==> config.mk <==
export PLATFORM = sky130hd
export DESIGN_NAME = stepper_trapezoid_ramp_unit_flat
export DESIGN_NICKNAME = d
export VERILOG_FILES = /design/src/hdl/str_pkg.sv /design/src/hdl/str_if.sv /design/src/hdl/stepper_trapezoid_ramp_unit.sv /design/src/flat_wrapper.sv
export SDC_FILE = /design/constraint.sdc
export NUM_CORES = 1
export LEC_CHECK = 0
export BUFFER_PORTS_ARGS = -buffer_cell sky130_fd_sc_hd__buf_2
export CELL_PAD_IN_SITES_DETAIL_PLACEMENT = 1
export CELL_PAD_IN_SITES_GLOBAL_PLACEMENT = 2
export CORE_ASPECT_RATIO = 1.4
export CORE_MARGIN = 8
export CORE_UTILIZATION = 40
export CTS_CLUSTER_SIZE = 24
export DETAILED_ROUTE_END_ITERATION = 8
export HOLD_SLACK_MARGIN = 0.03
export PLACE_DENSITY_LB_ADDON = 0.12
export SLEW_MARGIN = 20
export SYNTH_ARGS = -nofsm -noshare
export SYNTH_HDL_FRONTEND = slang
export SYNTH_SLANG_ARGS = --single-unit
==> constraint.sdc <==
create_clock -name clk_i -period 17.1 [get_ports clk_i]
set_input_delay 3.42 -clock clk_i [delete_from_list [all_inputs] [get_ports clk_i]]
set_output_delay 3.42 -clock clk_i [all_outputs]
set_load 0.02 [all_outputs]
==> src/hdl/str_pkg.sv <==
// shared types, widths and codes for the stepper trapezoid ramp unit
`timescale 1ns / 1ps
`default_nettype none

package str_pkg;

  // width of the step position, target and brake point counters
  localparam int unsigned STEP_BITS    = 32;
  // fixed widths of the channel fields, the fraction and the settings
  localparam int unsigned STEP_COUNT_W = 32;
  localparam int unsigned SPEED_W      = 17;
  localparam int unsigned FRAC_W       = 16;
  localparam int unsigned SPEED_MAX_W  = 16;
  localparam int unsigned ACCEL_W      = 8;
  localparam int unsigned CFG_IDX_W    = 2;
  localparam int unsigned CFG_DATA_W   = 16;

  // ramp phase
  typedef enum logic [1:0] {
    PH_IDLE  = 2'd0,
    PH_ACCEL = 2'd1,
    PH_RUN   = 2'd2,
    PH_DECEL = 2'd3
  } phase_e;

  // request codes (code three means nothing and is ignored)
  localparam logic [1:0] REQ_TICK  = 2'd0;
  localparam logic [1:0] REQ_START = 2'd1;
  localparam logic [1:0] REQ_STOP  = 2'd2;

  // configuration register indexes
  localparam logic [CFG_IDX_W-1:0] REG_SPEED_MAX  = 2'd0;
  localparam logic [CFG_IDX_W-1:0] REG_ACCEL_STEP = 2'd1;

  // one result beat
  typedef struct packed {
    logic                    accepted;
    logic                    step_pulse;
    phase_e                  phase;
    logic [SPEED_W-1:0]      speed_now;
    logic [STEP_COUNT_W-1:0] steps_done;
  } resp_t;

endpackage

`default_nettype wire

==> src/hdl/str_if.sv <==
// valid/ready channel interfaces for requests, results and configuration writes
`timescale 1ns / 1ps
`default_nettype none

// request channel
interface str_req_if;
  logic                             valid;
  logic                             ready;
  logic [1:0]                       req_type;
  logic [str_pkg::STEP_COUNT_W-1:0] step_count;

  modport source (output valid, output req_type, output step_count, input ready);
  modport sink   (input valid, input req_type, input step_count, output ready);
endinterface

// result channel
interface str_resp_if;
  logic                             valid;
  logic                             ready;
  logic                             accepted;
  logic                             step_pulse;
  str_pkg::phase_e                  phase;
  logic [str_pkg::SPEED_W-1:0]      speed_now;
  logic [str_pkg::STEP_COUNT_W-1:0] steps_done;

  modport source (output valid, output accepted, output step_pulse, output phase,
                  output speed_now, output steps_done, input ready);
  modport sink   (input valid, input accepted, input step_pulse, input phase,
                  input speed_now, input steps_done, output ready);
endinterface

// configuration write channel
interface str_cfg_if;
  logic                           valid;
  logic                           ready;
  logic [str_pkg::CFG_IDX_W-1:0]  index;
  logic [str_pkg::CFG_DATA_W-1:0] data;

  modport source (output valid, output index, output data, input ready);
  modport sink   (input valid, input index, input data, output ready);
endinterface

`default_nettype wire

==> src/hdl/stepper_trapezoid_ramp_unit.sv <==
// trapezoidal stepper ramp generator with 16.16 phase accumulator, top level
//
//   channel  | dir | payload                                          | beat when
//   ---------+-----+--------------------------------------------------+------------------
//   cfg_i    | in  | index, data                                      | valid && ready
//   req_i    | in  | req_type, step_count                             | valid && ready
//   resp_o   | out | accepted, step_pulse, phase, speed_now, steps_done | valid && ready
//
// one request per cycle while ready; its result is registered in the output stage
// the ramp state is updated in the accepting cycle by the add/compare path alone
// a two-deep output stage (result register plus skid register) keeps req_i ready
// while one result waits; req_i.ready drops only when both hold a result
// cfg_i is always ready; reset clears the ramp state, the settings and both valid flags
`timescale 1ns / 1ps
`default_nettype none

module stepper_trapezoid_ramp_unit (
  input  wire logic   clk_i,
  input  wire logic   rst_ni,
  str_cfg_if.sink     cfg_i,
  str_req_if.sink     req_i,
  str_resp_if.source  resp_o
);
  import str_pkg::*;

  // configuration registers
  logic [SPEED_MAX_W-1:0]  speed_max_q;
  logic [ACCEL_W-1:0]      accel_step_q;

  // ramp state
  phase_e                  phase_q, phase_d;
  logic [SPEED_W-1:0]      speed_q, speed_d;
  logic [FRAC_W-1:0]       frac_q, frac_d;
  logic [STEP_BITS-1:0]    done_q, done_d;
  logic [STEP_BITS-1:0]    target_q, target_d;
  logic [STEP_BITS-2:0]    half_q, half_d;
  logic [STEP_BITS-1:0]    brake_q, brake_d;
  logic                    flag_q, flag_d;

  // output stage
  logic                    out_valid_q, skid_valid_q;
  resp_t                   out_q, skid_q;
  resp_t                   res;
  logic                    acc;
  logic                    in_beat, out_pop;

  assign cfg_i.ready = 1'b1;
  assign req_i.ready = ~skid_valid_q;
  assign in_beat     = req_i.valid & req_i.ready;
  assign out_pop     = out_valid_q & resp_o.ready;

  // configuration writes
  always_ff @(posedge clk_i or negedge rst_ni) begin
    if (!rst_ni) begin
      speed_max_q  <= '0;
      accel_step_q <= '0;
    end else if (cfg_i.valid) begin
      unique case (cfg_i.index)
        REG_SPEED_MAX:  speed_max_q  <= cfg_i.data[SPEED_MAX_W-1:0];
        REG_ACCEL_STEP: accel_step_q <= cfg_i.data[ACCEL_W-1:0];
        default: ;
      endcase
    end
  end

  // request decode, phase action and fraction accumulate
  always_comb begin
    logic [SPEED_W-1:0]  accel_ext;
    logic [SPEED_W-1:0]  spd_up;
    logic [SPEED_W-1:0]  spd_dn;
    logic [SPEED_W-1:0]  spd_act;
    logic [SPEED_W:0]    sum;
    logic                carry;

    accel_ext = SPEED_W'(accel_step_q);
    spd_up    = speed_q + accel_ext;
    spd_dn    = (speed_q < accel_ext) ? '0 : speed_q - accel_ext;
    spd_act   = speed_q;
    sum       = '0;
    carry     = 1'b0;

    phase_d  = phase_q;
    speed_d  = speed_q;
    frac_d   = frac_q;
    done_d   = done_q;
    target_d = target_q;
    half_d   = half_q;
    brake_d  = brake_q;
    flag_d   = flag_q;
    acc      = 1'b0;

    unique case (req_i.req_type)
      REQ_TICK: begin
        if (phase_q != PH_IDLE) begin
          acc = 1'b1;
          // one phase action
          unique case (phase_q)
            PH_ACCEL: begin
              spd_act = spd_up;
              if (done_q == {1'b0, half_q}) begin
                phase_d = PH_DECEL;
              end else if (spd_up >= SPEED_W'(speed_max_q)) begin
                phase_d = PH_RUN;
                spd_act = SPEED_W'(speed_max_q);
                brake_d = target_q - done_q;
              end
            end
            PH_RUN: begin
              if (done_q == brake_q) begin
                phase_d = PH_DECEL;
              end
            end
            default: begin
              spd_act = spd_dn;
              if (spd_dn == '0) begin
                phase_d = PH_IDLE;
              end
            end
          endcase
          // add speed to the fraction, carry out of 16 bits is a step
          sum     = {1'b0, spd_act} + (SPEED_W + 1)'(frac_q);
          carry   = |sum[SPEED_W:FRAC_W];
          speed_d = spd_act;
          frac_d  = sum[FRAC_W-1:0];
          done_d  = done_q + STEP_BITS'(carry);
          flag_d  = carry;
        end
      end
      REQ_START: begin
        if (phase_q == PH_IDLE) begin
          acc      = 1'b1;
          phase_d  = PH_ACCEL;
          speed_d  = '0;
          frac_d   = '0;
          done_d   = '0;
          brake_d  = '0;
          flag_d   = 1'b0;
          target_d = STEP_BITS'(req_i.step_count);
          half_d   = target_d[STEP_BITS-1:1];
        end
      end
      REQ_STOP: begin
        if (phase_q != PH_IDLE) begin
          acc     = 1'b1;
          phase_d = PH_DECEL;
        end
      end
      default: ;
    endcase

    res.accepted   = acc;
    res.step_pulse = flag_d;
    res.phase      = phase_d;
    res.speed_now  = speed_d;
    res.steps_done = STEP_COUNT_W'(done_d);
  end

  // ramp state registers
  always_ff @(posedge clk_i or negedge rst_ni) begin
    if (!rst_ni) begin
      phase_q  <= PH_IDLE;
      speed_q  <= '0;
      frac_q   <= '0;
      done_q   <= '0;
      target_q <= '0;
      half_q   <= '0;
      brake_q  <= '0;
      flag_q   <= 1'b0;
    end else if (in_beat) begin
      phase_q  <= phase_d;
      speed_q  <= speed_d;
      frac_q   <= frac_d;
      done_q   <= done_d;
      target_q <= target_d;
      half_q   <= half_d;
      brake_q  <= brake_d;
      flag_q   <= flag_d;
    end
  end

  // output stage valid flags
  always_ff @(posedge clk_i or negedge rst_ni) begin
    if (!rst_ni) begin
      out_valid_q  <= 1'b0;
      skid_valid_q <= 1'b0;
    end else if (!out_valid_q || out_pop) begin
      out_valid_q  <= skid_valid_q | in_beat;
      skid_valid_q <= 1'b0;
    end else if (in_beat) begin
      skid_valid_q <= 1'b1;
    end
  end

  // output stage payload
  always_ff @(posedge clk_i) begin
    if (!out_valid_q || out_pop) begin
      out_q <= skid_valid_q ? skid_q : res;
    end else if (in_beat) begin
      skid_q <= res;
    end
  end

  assign resp_o.valid      = out_valid_q;
  assign resp_o.accepted   = out_q.accepted;
  assign resp_o.step_pulse = out_q.step_pulse;
  assign resp_o.phase      = out_q.phase;
  assign resp_o.speed_now  = out_q.speed_now;
  assign resp_o.steps_done = out_q.steps_done;

endmodule

`default_nettype wire

==> src/flat_wrapper.sv <==
// flat-port wrapper written by rule: the top's interface ports become plain ports
module stepper_trapezoid_ramp_unit_flat import str_pkg::*;
  (clk_i, rst_ni, cfg_i_valid, cfg_i_index, cfg_i_data, cfg_i_ready, req_i_valid, req_i_req_type, req_i_step_count, req_i_ready, resp_o_valid, resp_o_accepted, resp_o_step_pulse, resp_o_phase, resp_o_speed_now, resp_o_steps_done, resp_o_ready);
  str_cfg_if cfg_i_i ();
  str_req_if req_i_i ();
  str_resp_if resp_o_i ();
  input  wire logic clk_i;
  input  wire logic rst_ni;
  input wire logic [$bits(cfg_i_i.valid)-1:0] cfg_i_valid;
  input wire logic [$bits(cfg_i_i.index)-1:0] cfg_i_index;
  input wire logic [$bits(cfg_i_i.data)-1:0] cfg_i_data;
  output wire logic [$bits(cfg_i_i.ready)-1:0] cfg_i_ready;
  input wire logic [$bits(req_i_i.valid)-1:0] req_i_valid;
  input wire logic [$bits(req_i_i.req_type)-1:0] req_i_req_type;
  input wire logic [$bits(req_i_i.step_count)-1:0] req_i_step_count;
  output wire logic [$bits(req_i_i.ready)-1:0] req_i_ready;
  output wire logic [$bits(resp_o_i.valid)-1:0] resp_o_valid;
  output wire logic [$bits(resp_o_i.accepted)-1:0] resp_o_accepted;
  output wire logic [$bits(resp_o_i.step_pulse)-1:0] resp_o_step_pulse;
  output wire logic [$bits(resp_o_i.phase)-1:0] resp_o_phase;
  output wire logic [$bits(resp_o_i.speed_now)-1:0] resp_o_speed_now;
  output wire logic [$bits(resp_o_i.steps_done)-1:0] resp_o_steps_done;
  input wire logic [$bits(resp_o_i.ready)-1:0] resp_o_ready;
  assign cfg_i_i.valid = cfg_i_valid;
  assign cfg_i_i.index = cfg_i_index;
  assign cfg_i_i.data = cfg_i_data;
  assign cfg_i_ready = cfg_i_i.ready;
  assign req_i_i.valid = req_i_valid;
  assign req_i_i.req_type = req_i_req_type;
  assign req_i_i.step_count = req_i_step_count;
  assign req_i_ready = req_i_i.ready;
  assign resp_o_valid = resp_o_i.valid;
  assign resp_o_accepted = resp_o_i.accepted;
  assign resp_o_step_pulse = resp_o_i.step_pulse;
  assign resp_o_phase = resp_o_i.phase;
  assign resp_o_speed_now = resp_o_i.speed_now;
  assign resp_o_steps_done = resp_o_i.steps_done;
  assign resp_o_i.ready = resp_o_ready;
  stepper_trapezoid_ramp_unit u_core (.clk_i(clk_i), .rst_ni(rst_ni), .cfg_i(cfg_i_i), .req_i(req_i_i), .resp_o(resp_o_i));
endmodule
==> results of run 1 <==
[cells by family after synthesis]
group                    share of synthesized area (%)
AO/OA/AOI/OAI                                     18.0
multiplexers                                      6.46
other                                           0.0229
XOR/XNOR                                          6.84
buffers and inverters                             4.99
flip-flops                                        43.5
AND/OR/NAND/NOR                                   13.1
adder cells (fa/ha/maj)                           7.05
[worst register-to-register path: cells and delay by family (launching register included)]
family / cells / cell delay [ns]
multiplexers: 3 / 0.95
flip-flops: 1 / 0.48
XOR/XNOR: 1 / 0.24
buffers and inverters: 3 / 0.30
adder cells (fa/ha/maj): 4 / 1.44
AND/OR/NAND/NOR: 8 / 1.86
AO/OA/AOI/OAI: 16 / 4.52
[metal layers]
metal	routed length, µm	track usage [%]	part of all wire, %
met4	2670	10.6	4.8
met5	0	0	0
met1	20400	24.2	37
met2	30900	45.0	56
met3	1540	2.29	2.8
[state kept, by name (all words and copies together) (netlist names)]
register	flops
u_core.frac_q	16
u_core.done_q	32
u_core.resp_o.accepted	1
u_core.resp_o.step_pulse	1
u_core.phase_q	2
u_core.target_q	1
u_core.brake_q	32
u_core.resp_o.valid	1
u_core.skid_valid_q	1
u_core.speed_max_q	16
u_core.flag_q	1
u_core.accel_step_q	8
u_core.half_q	31
u_core.skid_q	53
u_core.speed_q	17
u_core.resp_o.steps_done	32
u_core.resp_o.speed_now	17
u_core.resp_o.phase	2
[final cells by class]
class,instances,area (µm²)
fill,4636,22400
multi-input combinational,1230,8490
sequential,264,7140
clock buffer,33,772
timing repair buffer,130,717
tap,540,676
inverter,112,420
clock inverter,23,277
antenna,1,2.50
[synth_stat cells, types with 4 or more instances]
| cell | n |
|---|---|
| a2111oi_0 | 4 |
| a211oi_1 | 15 |
| a211oi_2 | 4 |
| a21o_1 | 21 |
| a21oi_1 | 81 |
| a22o_1 | 24 |
| a31oi_1 | 19 |
| and2_1 | 14 |
| and3_1 | 13 |
| and4_1 | 7 |
| buf_1 | 8 |
| buf_2 | 18 |
| buf_4 | 4 |
| clkbuf_1 | 63 |
| dfrtp_1 | 158 |
| edfxtp_1 | 106 |
| fa_1 | 4 |
| ha_1 | 86 |
| inv_1 | 108 |
| mux2_2 | 83 |
| mux2i_1 | 11 |
| nand2_1 | 197 |
| nand2b_1 | 6 |
| nand3_1 | 32 |
| nand4_1 | 19 |
| nor2_1 | 81 |
| nor2b_1 | 10 |
| nor3_1 | 21 |
| nor4_1 | 22 |
| o21a_1 | 19 |
| o21ai_0 | 132 |
| o21ai_1 | 53 |
| o21bai_1 | 7 |
| o22ai_1 | 5 |
| o31ai_1 | 23 |
| o41ai_1 | 7 |
| or2_2 | 4 |
| or3_1 | 15 |
| xnor2_1 | 45 |
| xor2_1 | 80 |
[through the flow]
stage	power, mW	setup WS, ns	cell area (µm²)	util [%]	instances
3_3_place_gp	2.89	7.42	17400	42.6	2275
4_1_cts	3.64	7.04	18500	45.2	2331
6_report	3.60	7.10	18500	45.3	2333
5_1_grt	3.85	6.41	18500	45.3	2332
2_1_floorplan	2.32	9.27	16400	-	1700
3_5_place_dp	2.93	7.08	17400	42.6	2275
[power by group]
group / total (mW) / internal, mW / leakage, nW / switching, mW
combinational: 1.91 / 0.724 / 4.54 / 1.18
clock: 0.688 / 0.404 / 0.503 / 0.283
sequential: 1.00 / 0.834 / 3.10 / 0.167
[worst max path at each step]
stage | depth (start not counted) | slack (ns) | start | endpoint
after floorplan | 36 | 9.27 | u_core.speed_q[1]$_DFFE_PN0P_ | u_core.resp_o.steps_done[31]$_DFFE_PN_
after global placement | 36 | 7.42 | u_core.speed_q[0]$_DFFE_PN0P_ | u_core.resp_o.steps_done[31]$_DFFE_PN_
after detailed placement | 35 | 7.08 | u_core.speed_q[1]$_DFFE_PN0P_ | u_core.resp_o.steps_done[31]$_DFFE_PN_
after CTS | 35 | 7.04 | u_core.speed_q[1]$_DFFE_PN0P_ | u_core.resp_o.steps_done[31]$_DFFE_PN_
after global routing | 34 | 6.41 | u_core.speed_q[1]$_DFFE_PN0P_ | u_core.resp_o.steps_done[31]$_DFFE_PN_
final | 35 | 7.10 | u_core.speed_q[1]$_DFFE_PN0P_ | u_core.resp_o.steps_done[31]$_DFFE_PN_
==> impl_metrics.yaml, run 1 <==
synthesis:
  synth_area_leaders: "dfrtp_1, edfxtp_1, ha_1"
  avgSynthCellArea_um2: 9.65
  synth-seq-cells: 264
  async_flop_share_pct: 59.8
  syn_inst: 1700
  ys_seq_area_share_pct: 43.5
  yosysTopAreaCellShare_pct: 24.1
  syn-num-nets: 1847
  yosysWarnings: 0
  synth_ff_type: "dfrtp_1"
  netlist-cell-type-count: 89
  synth_top_cell_by_area: "dfrtp_1"
  synth-edff-count: 106
  synth_area_um2: 16400
worst_setup_path:
  r2r_start: "u_core.speed_q[1]$_DFFE_PN0P_"
  worst_path_max_delay_cell: "a21o_1"
  worstRegToRegCells: 35
  critPathArrivalTime_ns: 10.34
  crit_family: "compound AO/OA/AOI/OAI gates"
  worstSetupPathType: "flop to flop"
  cp_slowest_stage_delay_ns: 0.69
  cp_num_buf_inv: 3
  r2r_slack_ns: 7.10
  required_ns: 17.44
  cp_common_cell: "a21oi_1"
  cp-end-kind: "flop"
  r2r_end: "u_core.resp_o.steps_done[31]$_DFFE_PN_"
  critPathMaxFanout: 16
  critical_path.startpoint_type: "flop"
global_route:
  grtUsageTotal_pct: 23.0
  grt_overflow: 0
  grt_max_degree: 63
  antenna_found_initial: 1
  grt_pass1_wl_um: 86000
  grt_pass1_vias: 14298
floorplan:
  top_level_ports: 113
  die_h_um: 256
  coreArea_um2: 40800
  num_rows: 88
  initial_core_util_pct: 40.1
  chipWidth_um: 187
  die-area_um2: 47800
clock_tree:
  cts-root-buf: "clkbuf_16"
  clkSlewWorstSetupHoldPaths_ns: 0.07
  numCtsBuffers: 30
  cts_resized: 0
  cts_setup_buffers: 0
  clock_path_buffers: 3
  htreeDepth: 1
  cts_sinks: 264
  cts.hold.buffers_added: 0
  cts_tree: "yes"
  clk_latency_ns: 0.58
sta:
  timing.hold.ws_ns: 0.486
  fin_crit_ns: 10.00
  rsz0062_at_grt: "no"
  report.final.slew_viol_count: 0
  setup_tns_ns: 0
  finalSetupViolations: 0
  maxSlewHeadroom_pct: 33.2
  post-route-period-util_pct: 58.5
  hold_viol_final: 0
  worst_pin_slew_ns: 0.998
  clock_skew_ns: 0.0239
  fmax_mhz: 100
hold_path:
  hold_class: "flop to flop"
  hold_path.startpoint: "u_core.frac_q[2]$_DFFE_PN0P_"
  min_path_cells: 2
  worstHoldEndpoint: "u_core.frac_q[2]$_DFFE_PN0P_"
drt:
  via_count: 13184
  wirelength_um: 55500
  avgViaCountPerCell: 5.65
  avgRoutedWirePerCell_um: 23.8
  dr.pass1.iters: 4
  drtIter0Drc: 611
  ant_nets: 0
  drc_errors: 0
pwr:
  power_density_nw_per_um2: 195
  peakVddDrop_mv: 0.111
  p_leak_nw: 8.14
cells_and_area:
  area_growth_pct: 12.7
  fin_nets: 1915
  layout_common_cells: "nand2_1, dfrtp_1, o21ai_0"
  layout_commonest_cell: "nand2_1"
  layout-drive-gt1-share_pct: 16.7
status:
  status: "complete, no violations"
place:
  portBuffers: 111
  hpwl_um: 42300
  gp_congestion: 0.930
run:
  maxCapViolations: 0
No activity file was read; power rests on OpenSTA's default activity.
==> run 2, diff against run 1 <==
==> constraint.sdc (replaced) <==
create_clock -name clk_i -period 9.3 [get_ports clk_i]
set_input_delay 1.86 -clock clk_i [delete_from_list [all_inputs] [get_ports clk_i]]
set_output_delay 1.86 -clock clk_i [all_outputs]
set_load 0.02 [all_outputs]
==> run 2 against run 1 <==
Effect of this change:
- count of clock-buffer cells in the layout grew 2
- first-iteration DRC count shrank 18%
- utilization grew 0.36 points
- global-route usage up 1.4 points
- critical path depth is 2 higher
- register-to-register slack worse by 6.4 ns
- design area grew 0.80%
- worst hold slack improved by 0.0083 ns
- via count grew 0.99%
- final cell count is 1.1% higher
- combinational power increased by 97%
- largest cell class unchanged
- highest routed layer unchanged
==> impl_metrics.yaml, run 2 (synthesized netlist as in run 1, its figures left out) <==
sta:
  report.final.slew_viol_count: 0
  finalSetupViolations: 0
  fin_crit_ns: 8.60
  setup_tns_ns: 0
  hold_viol_final: 0
  worst_pin_slew_ns: 1.15
  clock_skew_ns: 0.0218
  post-route-period-util_pct: 92.4
  fmax_mhz: 116
  rsz0062_at_grt: "no"
  maxSlewHeadroom_pct: 23.0
  fin_ws_ns: 0.704
drt:
  avgViaCountPerCell: 5.65
  ant_nets: 0
  via_count: 13314
  dr.pass1.iters: 5
  avgRoutedWirePerCell_um: 25.1
  drc_errors: 0
  drtIter0Drc: 502
  wirelength_um: 59200
worst_setup_path:
  worst_path_max_delay_cell: "dfrtp_1"
  cp-end-kind: "flop"
  critPathMaxFanout: 6
  critical_path.startpoint_type: "flop"
  cp_slowest_stage_delay_ns: 0.49
  critPathArrivalTime_ns: 8.93
  worstSetupPathType: "flop to flop"
  worstRegToRegCells: 37
  required_ns: 9.64
place:
  hpwl_um: 45900
  gp_congestion: 0.935
  pre_cts_ws_ns: 0.127
  post-place-cells: 2298
  placed_area_um2: 17600
  portBuffers: 111
clock_tree:
  cts-root-buf: "clkbuf_16"
  clock_path_buffers: 3
  clk_latency_ns: 0.59
  cts.hold.buffers_added: 0
  cts_tree: "yes"
  htreeDepth: 1
  cts_sinks: 264
  clkSlewWorstSetupHoldPaths_ns: 0.06
  numCtsBuffers: 29
pwr:
  swShare_pct: 46.4
  p_switching_mw: 3.15
  clkPwrFrac_pct: 17.3
  combPwrFrac_pct: 55.5
  power_density_nw_per_um2: 364
  power_frac_seq_pct: 27.2
  p_leak_nw: 8.23
  internal_power_mw: 3.63
  peakVddDrop_mv: 0.191
cells_and_area:
  fin_area_um2: 18600
  final_cells: 2358
  top_register: "u_core.skid_q"
  layout_common_cells: "nand2_1, dfrtp_1, o21ai_0"
  fin_nets: 1941
  layout_commonest_cell: "nand2_1"
  area_growth_pct: 13.6
  largest_reg_flops: 53
  layout-drive-gt1-share_pct: 18.1
global_route:
  grt_pass1_vias: 14695
  grt_max_degree: 57
  grtUsageTotal_pct: 24.4
  grt_pass1_wl_um: 90100
  antenna_found_initial: 1
  grt_overflow: 0
floorplan:
  initial_core_util_pct: 40.1
  chipWidth_um: 187
  top_level_ports: 113
  die-area_um2: 47800
  num_rows: 88
  coreArea_um2: 40800
  die_h_um: 256
hold_path:
  hold_class: "flop to flop"
  min_path_cells: 2
status:
  status: "complete, no violations"
run:
  maxCapViolations: 0
run 2: changes by cell type in the layout (fill, tap and decap cells not counted), moves of 2 or more:
cell / before / now
clkinv_4: 2 / 0
nor4_1: 22 / 20
clkbuf_1: 2 / 5
bufinv_16: 5 / 3
buf_4: 18 / 45
run 2: what timing repair did:
action / CTS / global route
setup buffers: 0 / 4
setup endpoints to repair: 0 / 40
gates resized for setup: 0 / 9
run 2: worst max-delay path, delay by kind of cell (launching register included):
family	cells	cell delay, ns
AO/OA/AOI/OAI	16	3.20
AND/OR/NAND/NOR	10	1.81
adder cells (fa/ha/maj)	5	1.66
multiplexers	2	0.50
flip-flops	1	0.49
buffers and inverters	3	0.37
XOR/XNOR	1	0.30
run 2: worst paths after layout:
kind	startpoint	endpoint	slack, ns
worst max-delay path	u_core.speed_q[1]$_DFFE_PN0P_	u_core.resp_o.steps_done[31]$_DFFE_PN_	0.70
worst min-delay path	u_core.frac_q[8]$_DFFE_PN0P_	u_core.frac_q[8]$_DFFE_PN0P_	0.49
worst max register to register	u_core.speed_q[1]$_DFFE_PN0P_	u_core.resp_o.steps_done[31]$_DFFE_PN_	0.70
worst min register to register	u_core.frac_q[8]$_DFFE_PN0P_	u_core.frac_q[8]$_DFFE_PN0P_	0.49
max in group asynchronous	rst_ni	u_core.half_q[30]$_DFFE_PN0P_	6.83
min in group asynchronous	rst_ni	u_core.speed_max_q[3]$_DFFE_PN0P_	1.25
run 2: final cells by class:
cell class                 count  area (µm²)
inverter                     112         420
antenna                        1        2.50
fill                        4617       22200
timing repair buffer         157         927
tap                          540         676
clock buffer                  35         758
multi-input combinational   1230        8530
clock inverter                19         186
sequential                   264        7140
run 2: through the flow:
step           util, %  total power [mW]  hold WS, ns
2_1_floorplan        -              4.27        0.455
3_3_place_gp      43.1              5.51        0.470
3_5_place_dp      43.1              5.57        0.487
4_1_cts           45.4              6.78        0.501
5_1_grt           45.6              7.22        0.535
6_report          45.6              6.78        0.495
run 2: power groups by stage:
stage / clock network (mW) / logic (mW) / registers [mW]
after detailed placement: 0 / 3.71 / 1.87
after CTS: 1.20 / 3.74 / 1.85
after global routing: 1.24 / 4.11 / 1.88
after global placement: 0 / 3.65 / 1.86
after floorplan: 0 / 2.49 / 1.78
final: 1.17 / 3.76 / 1.84
run 2: metal layers:
layer,up-vias,GRT usage [%],wire (µm)
met5,-,0,0
li1,6269,-,-
met4,0,16.6,4540
met3,150,3.00,1670
met2,255,46.2,32000
met1,6640,24.5,21000
